[config.mk]
export PLATFORM = sky130hd
export DESIGN_NAME = sync_header_packet_parser_crc8
export DESIGN_NICKNAME = d
export VERILOG_FILES = /design/src/hw/rtl/shpp_pkg.sv /design/src/hw/rtl/sync_header_packet_parser_crc8.sv /design/src/hw/rtl/shpp_frame.sv
export SDC_FILE = /design/constraint.sdc
export NUM_CORES = 1
export LEC_CHECK = 0
export ABC_AREA = 1
export CAP_MARGIN = 20
export CORE_MARGIN = 2
export CORE_UTILIZATION = 43
export CTS_BUF_LIST = sky130_fd_sc_hd__clkbuf_4 sky130_fd_sc_hd__clkbuf_8 sky130_fd_sc_hd__clkbuf_16
export CTS_CLUSTER_SIZE = 25
export DETAILED_ROUTE_END_ITERATION = 7
export DONT_BUFFER_PORTS = 1
export PLACE_DENSITY = 0.55
export SLEW_MARGIN = 5
export SYNTH_ARGS = -nofsm -noshare
export SYNTH_HDL_FRONTEND = slang
export SYNTH_SLANG_ARGS = --single-unit
[constraint.sdc]
create_clock -name clk -period 7.5 [get_ports clk]
set_clock_uncertainty 0.05 [all_clocks]
set_input_delay 0 -clock clk [delete_from_list [all_inputs] [get_ports clk]]
set_output_delay 0 -clock clk [all_outputs]
set_load 0.005 [all_outputs]
[src/hw/rtl/shpp_pkg.sv]
package shpp_pkg;

	localparam int PAYLOAD_BYTES = 9;
	localparam int POS_W = $clog2(PAYLOAD_BYTES + 1);
	localparam int IDX_W = $clog2(PAYLOAD_BYTES);

	localparam logic [7:0] CRC_POLY = 8'h07;

	localparam logic [7:0] SYNC_FIRST_RST = 8'hAA;
	localparam logic [7:0] SYNC_SECOND_RST = 8'h55;

	localparam int CFG_INDEX_W = 4;
	localparam logic [CFG_INDEX_W-1:0] REG_SYNC_FIRST = CFG_INDEX_W'(0);
	localparam logic [CFG_INDEX_W-1:0] REG_SYNC_SECOND = CFG_INDEX_W'(1);

	typedef enum logic [1:0] {
		ST_NONE = 2'd0,
		ST_GOOD = 2'd1,
		ST_CRC_FAIL = 2'd2,
		ST_SYNC_LOST = 2'd3
	} status_t;

	typedef enum logic [2:0] {
		PH_HUNT = 3'b001,
		PH_SECOND = 3'b010,
		PH_COLLECT = 3'b100
	} phase_t;

	typedef struct packed {
		status_t status;
		logic [7:0] seq_number;
		logic [7:0] command_code;
		logic [7:0] speed_percent;
		logic [7:0] event_code;
		logic [7:0] flag_bits;
		logic [15:0] zone_distance;
		logic [15:0] closing_speed;
		logic [31:0] good_count;
		logic [31:0] crc_fail_count;
		logic [31:0] sync_loss_count;
	} result_t;

	function automatic logic [7:0] crc8_fold(input logic [7:0] crc, input logic [7:0] data);
		logic [7:0] c;
		c = crc ^ data;
		for (int b = 0; b < 8; b++) begin
			c = c[7] ? ((c << 1) ^ CRC_POLY) : (c << 1);
		end
		return c;
	endfunction

endpackage

[src/hw/rtl/sync_header_packet_parser_crc8.sv]
// Pipeline: a request is registered at the input, handled combinationally and its result
// is registered at the output, where it is offered until taken; a pending result stalls
// the input register. Throughput: one byte per cycle while results are taken; the input
// and output registers decouple the two sides.
// Reset (arst_n low, asynchronous) returns the parser to header hunting, clears the
// counters and the running CRC and restores the header bytes to 0xAA and 0x55.
module sync_header_packet_parser_crc8
	import shpp_pkg::*;
(
	input  logic                   clk,
	input  logic                   arst_n,
	input  logic                   cfg_we,
	input  logic [CFG_INDEX_W-1:0] cfg_index,
	input  logic [7:0]             cfg_data,
	input  logic                   in_valid,
	output logic                   in_ready,
	input  logic [7:0]             rx_byte,
	output logic                   out_valid,
	input  logic                   out_ready,
	output logic [1:0]             status,
	output logic [7:0]             seq_number,
	output logic [7:0]             command_code,
	output logic [7:0]             speed_percent,
	output logic [7:0]             event_code,
	output logic [7:0]             flag_bits,
	output logic [15:0]            zone_distance,
	output logic signed [15:0]     closing_speed,
	output logic [31:0]            good_count,
	output logic [31:0]            crc_fail_count,
	output logic [31:0]            sync_loss_count
);

	logic [7:0] sync_first_q;
	logic [7:0] sync_second_q;
	logic valid_s1;
	logic [7:0] rx_byte_s1;
	logic valid_s2;
	result_t res_s2;
	result_t res;
	logic out_free;
	logic step;

	assign out_free = !valid_s2 || out_ready;
	assign step = valid_s1 && out_free;
	assign in_ready = !valid_s1 || out_free;

	always_ff @(posedge clk or negedge arst_n) begin
		if (!arst_n) begin
			sync_first_q <= SYNC_FIRST_RST;
			sync_second_q <= SYNC_SECOND_RST;
		end else if (cfg_we) begin
			unique case (cfg_index)
				REG_SYNC_FIRST: sync_first_q <= cfg_data;
				REG_SYNC_SECOND: sync_second_q <= cfg_data;
				default: ;
			endcase
		end
	end

	always_ff @(posedge clk or negedge arst_n) begin
		if (!arst_n) begin
			valid_s1 <= 1'b0;
			valid_s2 <= 1'b0;
		end else begin
			if (in_valid && in_ready) begin
				valid_s1 <= 1'b1;
			end else if (step) begin
				valid_s1 <= 1'b0;
			end
			if (step) begin
				valid_s2 <= 1'b1;
			end else if (out_ready) begin
				valid_s2 <= 1'b0;
			end
		end
	end

	always_ff @(posedge clk) begin
		if (in_valid && in_ready) begin
			rx_byte_s1 <= rx_byte;
		end
		if (step) begin
			res_s2 <= res;
		end
	end

	shpp_frame u_frame (
		.clk         (clk),
		.arst_n      (arst_n),
		.step        (step),
		.byte_in     (rx_byte_s1),
		.sync_first  (sync_first_q),
		.sync_second (sync_second_q),
		.res         (res)
	);

	assign out_valid = valid_s2;
	assign status = res_s2.status;
	assign seq_number = res_s2.seq_number;
	assign command_code = res_s2.command_code;
	assign speed_percent = res_s2.speed_percent;
	assign event_code = res_s2.event_code;
	assign flag_bits = res_s2.flag_bits;
	assign zone_distance = res_s2.zone_distance;
	assign closing_speed = $signed(res_s2.closing_speed);
	assign good_count = res_s2.good_count;
	assign crc_fail_count = res_s2.crc_fail_count;
	assign sync_loss_count = res_s2.sync_loss_count;

	a_no_overrun: assert property (@(posedge clk) disable iff (!arst_n)
		valid_s2 && !out_ready |=> valid_s2 && $stable(res_s2))
		else $error("pending result overwritten before it was taken");

	a_s1_hold: assert property (@(posedge clk) disable iff (!arst_n)
		valid_s1 && !step |=> valid_s1 && $stable(rx_byte_s1))
		else $error("held input byte lost");

	a_step_fills_out: assert property (@(posedge clk) disable iff (!arst_n)
		step |=> valid_s2)
		else $error("handled byte produced no result");

endmodule

[src/hw/rtl/shpp_frame.sv]
module shpp_frame
	import shpp_pkg::*;
(
	input  logic        clk,
	input  logic        arst_n,
	input  logic        step,
	input  logic [7:0]  byte_in,
	input  logic [7:0]  sync_first,
	input  logic [7:0]  sync_second,
	output result_t     res
);

	phase_t phase_q, phase_d;
	logic [POS_W-1:0] pos_q, pos_d;
	logic [7:0] crc_q, crc_d;
	logic [31:0] good_q, good_d;
	logic [31:0] crc_fail_q, crc_fail_d;
	logic [31:0] sync_loss_q, sync_loss_d;
	logic [7:0] store_q [PAYLOAD_BYTES];
	logic store_we;
	status_t status;

	always_comb begin
		phase_d = phase_q;
		pos_d = pos_q;
		crc_d = crc_q;
		good_d = good_q;
		crc_fail_d = crc_fail_q;
		sync_loss_d = sync_loss_q;
		store_we = 1'b0;
		status = ST_NONE;
		unique case (phase_q)
			PH_HUNT: begin
				if (byte_in == sync_first) begin
					phase_d = PH_SECOND;
				end
			end
			PH_SECOND: begin
				if (byte_in == sync_second) begin
					phase_d = PH_COLLECT;
					pos_d = '0;
					crc_d = '0;
				end else begin
					phase_d = (byte_in == sync_first) ? PH_SECOND : PH_HUNT;
					sync_loss_d = sync_loss_q + 32'd1;
					status = ST_SYNC_LOST;
				end
			end
			PH_COLLECT: begin
				if (pos_q < POS_W'(PAYLOAD_BYTES)) begin
					store_we = 1'b1;
					crc_d = crc8_fold(crc_q, byte_in);
					pos_d = pos_q + POS_W'(1);
				end else begin
					phase_d = PH_HUNT;
					pos_d = '0;
					crc_d = '0;
					if (byte_in != crc_q) begin
						crc_fail_d = crc_fail_q + 32'd1;
						status = ST_CRC_FAIL;
					end else begin
						good_d = good_q + 32'd1;
						status = ST_GOOD;
					end
				end
			end
			default: begin
				phase_d = PH_HUNT;
			end
		endcase
	end

	always_ff @(posedge clk or negedge arst_n) begin
		if (!arst_n) begin
			phase_q <= PH_HUNT;
			pos_q <= '0;
			crc_q <= '0;
			good_q <= '0;
			crc_fail_q <= '0;
			sync_loss_q <= '0;
		end else if (step) begin
			phase_q <= phase_d;
			pos_q <= pos_d;
			crc_q <= crc_d;
			good_q <= good_d;
			crc_fail_q <= crc_fail_d;
			sync_loss_q <= sync_loss_d;
		end
	end

	always_ff @(posedge clk) begin
		if (step && store_we) begin
			store_q[pos_q[IDX_W-1:0]] <= byte_in;
		end
	end

	always_comb begin
		res = '0;
		res.status = status;
		res.good_count = good_d;
		res.crc_fail_count = crc_fail_d;
		res.sync_loss_count = sync_loss_d;
		if (status == ST_GOOD) begin
			res.seq_number = store_q[0];
			res.command_code = store_q[1];
			res.speed_percent = store_q[2];
			res.event_code = store_q[3];
			res.flag_bits = store_q[4];
			res.zone_distance = {store_q[6], store_q[5]};
			res.closing_speed = {store_q[8], store_q[7]};
		end
	end

	a_pos_bound: assert property (@(posedge clk) disable iff (!arst_n)
		pos_q <= POS_W'(PAYLOAD_BYTES))
		else $error("byte position beyond the payload length");

	a_idle_clear: assert property (@(posedge clk) disable iff (!arst_n)
		phase_q != PH_COLLECT |-> (pos_q == '0 && crc_q == '0))
		else $error("position or CRC not cleared outside a frame");

	a_good_count: assert property (@(posedge clk) disable iff (!arst_n)
		step && status == ST_GOOD |=> good_q == $past(good_q) + 32'd1)
		else $error("good packet counter did not advance");

	a_loss_phase: assert property (@(posedge clk) disable iff (!arst_n)
		step && status == ST_SYNC_LOST |=> phase_q != PH_COLLECT)
		else $error("sync loss entered the collect phase");

endmodule

# Word level (Yosys, flattened, before mapping)
# Memories as Yosys holds them, arrays and structs flattened. A register that Yosys moved wholly into a read port is not among the register bits.
# Index checks and enable logic that the tools add are counted.
word_totals:
  regBits: 235
  ram_bits: 72
  in_bits: 25
  out_inout_bits: 172
  n_memories: 1
memory_table:
  columns: ["name", "words", "width", "rd", "rd_clocked_by_memory_dff", "write_ports", "line_no", "source"]
  rows:
  - ["u_frame.store_q", 9, 8, 9, 9, 1, "shpp_frame.sv:19", "logic [7:0] store_q [PAYLOAD_BYTES];"]
classes:
  n_addsub: 4
  n_lt_le_gt_ge: 1
  eq_ne: 11
  n_mux: 39
  bitwise: 9
  n_reduce_logical: 24
ops:
  columns: ["op", "count"]
  rows:
  - ["32-bit two-way mux", 8]
  - ["32-bit by 1-bit adder with 32-bit output, second input constant", 3]
  - ["3-bit two-way mux", 11]
  - ["3-bit inverter", 8]
  - ["8-bit equality test", 2]
  - ["8-bit two-way mux", 2]
  - ["8-bit one-hot mux with 2 select lines", 1]
  - ["1-bit logical NOT", 11]
  - ["3-bit one-hot mux with 3 select lines", 1]
  - ["1-bit two-way mux", 8]
  - ["2-bit two-way mux", 4]
  - ["4-bit two-way mux", 2]
  - ["8-bit != test", 1]
  - ["4-bit one-hot mux with 2 select lines", 1]
  - ["8-bit bitwise XOR", 1]
  - ["3-bit AND reduction", 2]
  - ["2-bit nonzero test", 3]
  - ["4-bit by 1-bit adder with 4-bit output, second input constant", 1]
  - ["4-bit by 1-bit equality test with 1-bit output, second input constant", 1]
  - ["4-bit logical NOT", 1]
  - ["4-bit < comparator, second input constant", 1]
  - ["2-bit by 1-bit != test with 1-bit output, second input constant", 2]
  - ["2-bit one-hot mux with 2 select lines", 1]
  - ["2-bit AND reduction", 2]
  - ["other kinds (7)", 10]

# Depth between registers and ports, before layout
depth:
  word_depth: 19
  mapped_depth: 14
  ltp_nobuf: 14

# By module
# A second synthesis with hierarchy kept.
unflattened:
  cells_unflattened: 1828
  hier_area_um2: 17486.8
by_module_without_submodules:
  columns: ["mod", "n_inst", "cells_each", "area_per_inst_um2", "seq_area_each_um2"]
  rows:
  - ["shpp_frame", 1, 1563, 11315.9, 4941.0]
  - ["sync_header_packet_parser_crc8", 1, 265, 6170.9, 5805.6]

# Least setup slack after synthesis
# OpenSTA, ideal clock, no wires.
synth_path:
  path_type: "reg2reg"
  startpoint: "register valid_s2, in the netlist out_valid"
  endpoint: "register, netlist name closing_speed[0]"
  setup_ns: 0.600
  arrival_ns: 5.727
  t_required_ns: 6.850
  path_slack_ns: 1.123
  path_stages_with_launch: 6
  n_path_buf: 2
  period_less_slack_ns: 6.377
  cell_sequence: "dfrtp_1 -> nand2_1 -> nand2_1 -> inv_2 -> buf_2 -> buf_1"
synth_between:
  elab_chain_len: 3
synth_lines:
  columns: ["item", "line_no", "source"]
  rows:
  - ["start: declaration", "sync_header_packet_parser_crc8.sv:37", "logic valid_s2;"]
  - ["start signal: assignment", "sync_header_packet_parser_crc8.sv:63", "valid_s2 <= 1'b0;"]
  - ["start signal: assignment", "sync_header_packet_parser_crc8.sv:71", "valid_s2 <= 1'b1;"]
  - ["start signal: assignment", "sync_header_packet_parser_crc8.sv:73", "valid_s2 <= 1'b0;"]
  - ["1-bit logical NOT", "sync_header_packet_parser_crc8.sv:43", "assign out_free = !valid_s2 || out_ready;"]
  - ["1-bit logical OR", "sync_header_packet_parser_crc8.sv:43", null]
  - ["1-bit logical AND", "sync_header_packet_parser_crc8.sv:44", "assign step = valid_s1 && out_free;"]
  - ["named net step", "sync_header_packet_parser_crc8.sv:41", "logic step;"]
# The timed path passes the listed nets, and every way through them passes these cells.
# A chain may end at the register's enable or synchronous reset.

==> results.cfg <==
[status]
status = complete, no violations

[worst_setup_path]
slowest_delay_ns = 0.66
critPathTopFamily = simple AND/OR/NAND/NOR gates
arrival_ns = 3.68
reg2reg_from = rx_byte_s1[3]
regToRegSetupSlack_ns = 4.09
crit_path_end_kind = flop
cp.required_ns = 7.77
reg2regPathDepth = 11
critPathMaxFanout = 74
crit_buf_inv = 3
critPathKind = flop to flop
cp_cell_sequence = xnor2_1, ha_1, nand3_1, nand3b_4, nor2_4, inv_2, buf_4, nor2_2, nand3_1, nand2_1, inv_1
rr_endpoint = good_count[25]
crit_slowest_cell = edfxtp_1
crit_cells = 11
start_kind = flop
critPathMostFrequentCell = nand3_1

[die]
start_util_pct = 43.7
die_width_um = 203
ios = 197
fp.dieH_um = 203
die_area_um2 = 41100
row_count = 72
core_um2 = 38800

[clock_tree]
clock_latency_ns = 0.57
numCtsBuffers = 42
post_cts_resized = 0
cts.sinks = 379
cts_hold_buf = 37
h-tree-depth = 2
cts_tree = built
cts_setup_buffers = 0
cts_buffer_depth = 3
clk_pin_slew_ns = 0.06
cts_root_buffer = clkbuf_16

[yosys]
yosys.area.top_type_share_pct = 44.2
yosysUniqueCellTypes = 41
synth_largest_area_cell = edfxtp_1
syn-cell-area_um2 = 17000
synth_cells = 1732
synth.area.top_cells = edfxtp_1 44%, dfrtp_1 18%, nand2_1 12%
ys_seq_area_share_pct = 63.3
avgSynthCellArea_um2 = 9.80
synth_nets = 1768
synth-seq-cells = 379
ys_warn_count = 0

[place]
placed_cells = 2216
port_buffers = 0
dp_hpwl_um = 23900
finalWeightedCongestion = 0.826

[route]
first_pass_iters = 5
num_vias = 11265
drc = 0
routed_wl_um = 37400
ant_nets = 0
wl_per_cell_um = 16.0
drt_iter0_markers = 663
via_per_inst = 4.83

[grt]
grt_overflow = 0
grt_pass1_wl_um = 60800
antenna_found_initial = 0
grt_use_total_pct = 18.7
grt_pass1_vias = 11131
grt_max_degree = 141

[layout]
final_nets = 1818
drive_gt1_share_pct = 7.43
syn2layout_area_growth_pct = 14.2
num_antenna_cells = 0
final_cells = 2334

[sta]
tightest_slew_ns = 1.01
hold_violations = 0
setup_viol = 0
fmaxAchievable_mhz = 294
finalCritPeriodShare_pct = 45.4
fin_tns_setup_ns = 0
finalCriticalPeriod_ns = 3.41
slew_violations = 0
slew_headroom_pct = 32.4
rsz0062_at_grt = no

[power]
vdd_drop_max_v = 0.000162
combPwrFrac_pct = 9.9
p_seq_share_pct = 49.4
power.density_nw_per_um2 = 281
power.switching_uw = 1400
clockPowerShare_pct = 40.7
p_sw_share_pct = 25.6
leakage_uw = 0.00846
internal_power_uw = 4050

[worst_hold_path]
hp-class = primary input to async pin

[run]
maxCapViolCount = 0
==> cells in the mapped netlist <==
cell type	count
a21oi_1	1
and2_1	14
and3_1	1
buf_1	8
buf_2	10
buf_4	1
buf_6	10
clkbuf_1	14
clkbuf_2	1
dfrtp_1	120
dfstp_2	9
edfxtp_1	250
ha_1	11
inv_1	251
inv_2	3
inv_4	1
nand2_1	526
nand2_2	6
nand2_4	1
nand3_1	87
nand3_2	3
nand3b_1	8
nand3b_4	1
nand4_1	43
nor2_1	149
nor2_2	6
nor2_4	3
nor3_1	30
nor3_2	3
nor3b_1	1
nor4_1	4
o21ai_0	80
o21ai_1	7
o21bai_1	2
o21bai_2	1
o22ai_1	2
or2_2	2
xnor2_1	17
xnor2_2	7
xor2_1	37
xor2_2	1
==> power groups by stage <==
stage	registers [µW]	clock network [µW]	logic (µW)
after global placement	2730	0	494
final	2690	2220	537
after CTS	2700	2290	546
after floorplan	2690	0	376
after detailed placement	2730	0	497
after global routing	2720	2370	615
==> placed cells by master (no fill, tap or decap), types with 3 or more instances in the layout <==
cell type / instances
nand4_1: 43
nor4_1: 4
nand3_2: 3
nor3_1: 30
dfrtp_1: 120
nand3_1: 87
nor2_2: 7
xnor2_1: 17
nand3b_1: 8
buf_2: 3
edfxtp_1: 250
inv_2: 3
nand2_2: 7
o21ai_1: 7
dfstp_2: 9
and2_1: 14
o21ai_0: 80
clkbuf_4: 11
bufinv_16: 8
dlygate4sd3_1: 36
inv_1: 250
nor2_4: 3
xnor2_2: 7
xor2_1: 37
ha_1: 11
clkinv_2: 4
clkbuf_16: 43
clkinv_1: 7
buf_4: 9
nand2_1: 525
nor2_1: 148
nor3_2: 3
==> cells by family after synthesis <==
family | share of synthesized area [%]
simple gates | 22.3
xor+xnor | 3.55
buf+inv | 7.17
flops | 63.3
fa+ha+maj | 0.811
compound gates | 2.82
==> sequential cells by signal, summed over array words and instances, names as in the netlist <==
signal and count:
rx_byte_s1 8, event_code 8, zone_distance 16, u_frame.crc_q 8
u_frame.pos_q 4, flag_bits 8, valid_s1 1, closing_speed 16
seq_number 8, u_frame.phase_q 3, u_frame.store_q 72, sync_first_q 8
sync_second_q 8, out_valid 1, sync_loss_count 32, u_frame.good_q 32
u_frame.sync_loss_q 32, good_count 32, command_code 8, crc_fail_count 32
status 2, u_frame.crc_fail_q 32, speed_percent 8
==> per-stage QoR <==
stage               instance area (µm²)  util [%]  hold slack, ns  setup WS [ns]  power (µW)
CTS                               19400      49.9         0.00147           4.02        5530
global route                      19400      49.9          0.0117           3.77        5710
floorplan                         17000         -          -0.346           1.12        3070
global placement                  17500      45.0          -0.334           4.12        3230
finish                            19400      49.9          0.0128           4.09        5450
detailed placement                17500      45.0          -0.335           4.03        3230
==> worst register-to-register path: cells and delay by family, from the launching register on <==
family                     cells  cell delay [ns]
and+or+nand+nor                6             1.37
DFF                            1             0.66
adders and majority gates      1             0.22
buffers and inverters          3             0.41
xor gates and xnor gates       1             0.45
==> area by class of cell <==
class                   count  area, µm²
clock buffers              56       1190
clock inverters            22        325
fillers                  3508      19500
inverters                 255        967
multi-input cells        1054       5010
flip-flops and latches    379      10700
well taps                 518        648
repair buffers             50        490
==> how the worst max path moves through the flow <==
stage / endpoint / slack, ns / start
final: good_count[25] / 4.09 / rx_byte_s1[3]
after global placement: good_count[25] / 4.12 / rx_byte_s1[7]
after detailed placement: good_count[25] / 4.03 / rx_byte_s1[3]
after floorplan: closing_speed[0] / 1.12 / out_valid
after global routing: good_count[25] / 3.77 / rx_byte_s1[6]
after CTS: good_count[25] / 4.02 / rx_byte_s1[7]
==> routing by layer <==
layer	track usage [%]	wire, µm
met3	4.83	2060
met4	5.11	778
met1	25.4	17400
met5	0	0
met2	30.0	17200
No activity file was read; power rests on OpenSTA's default activity.
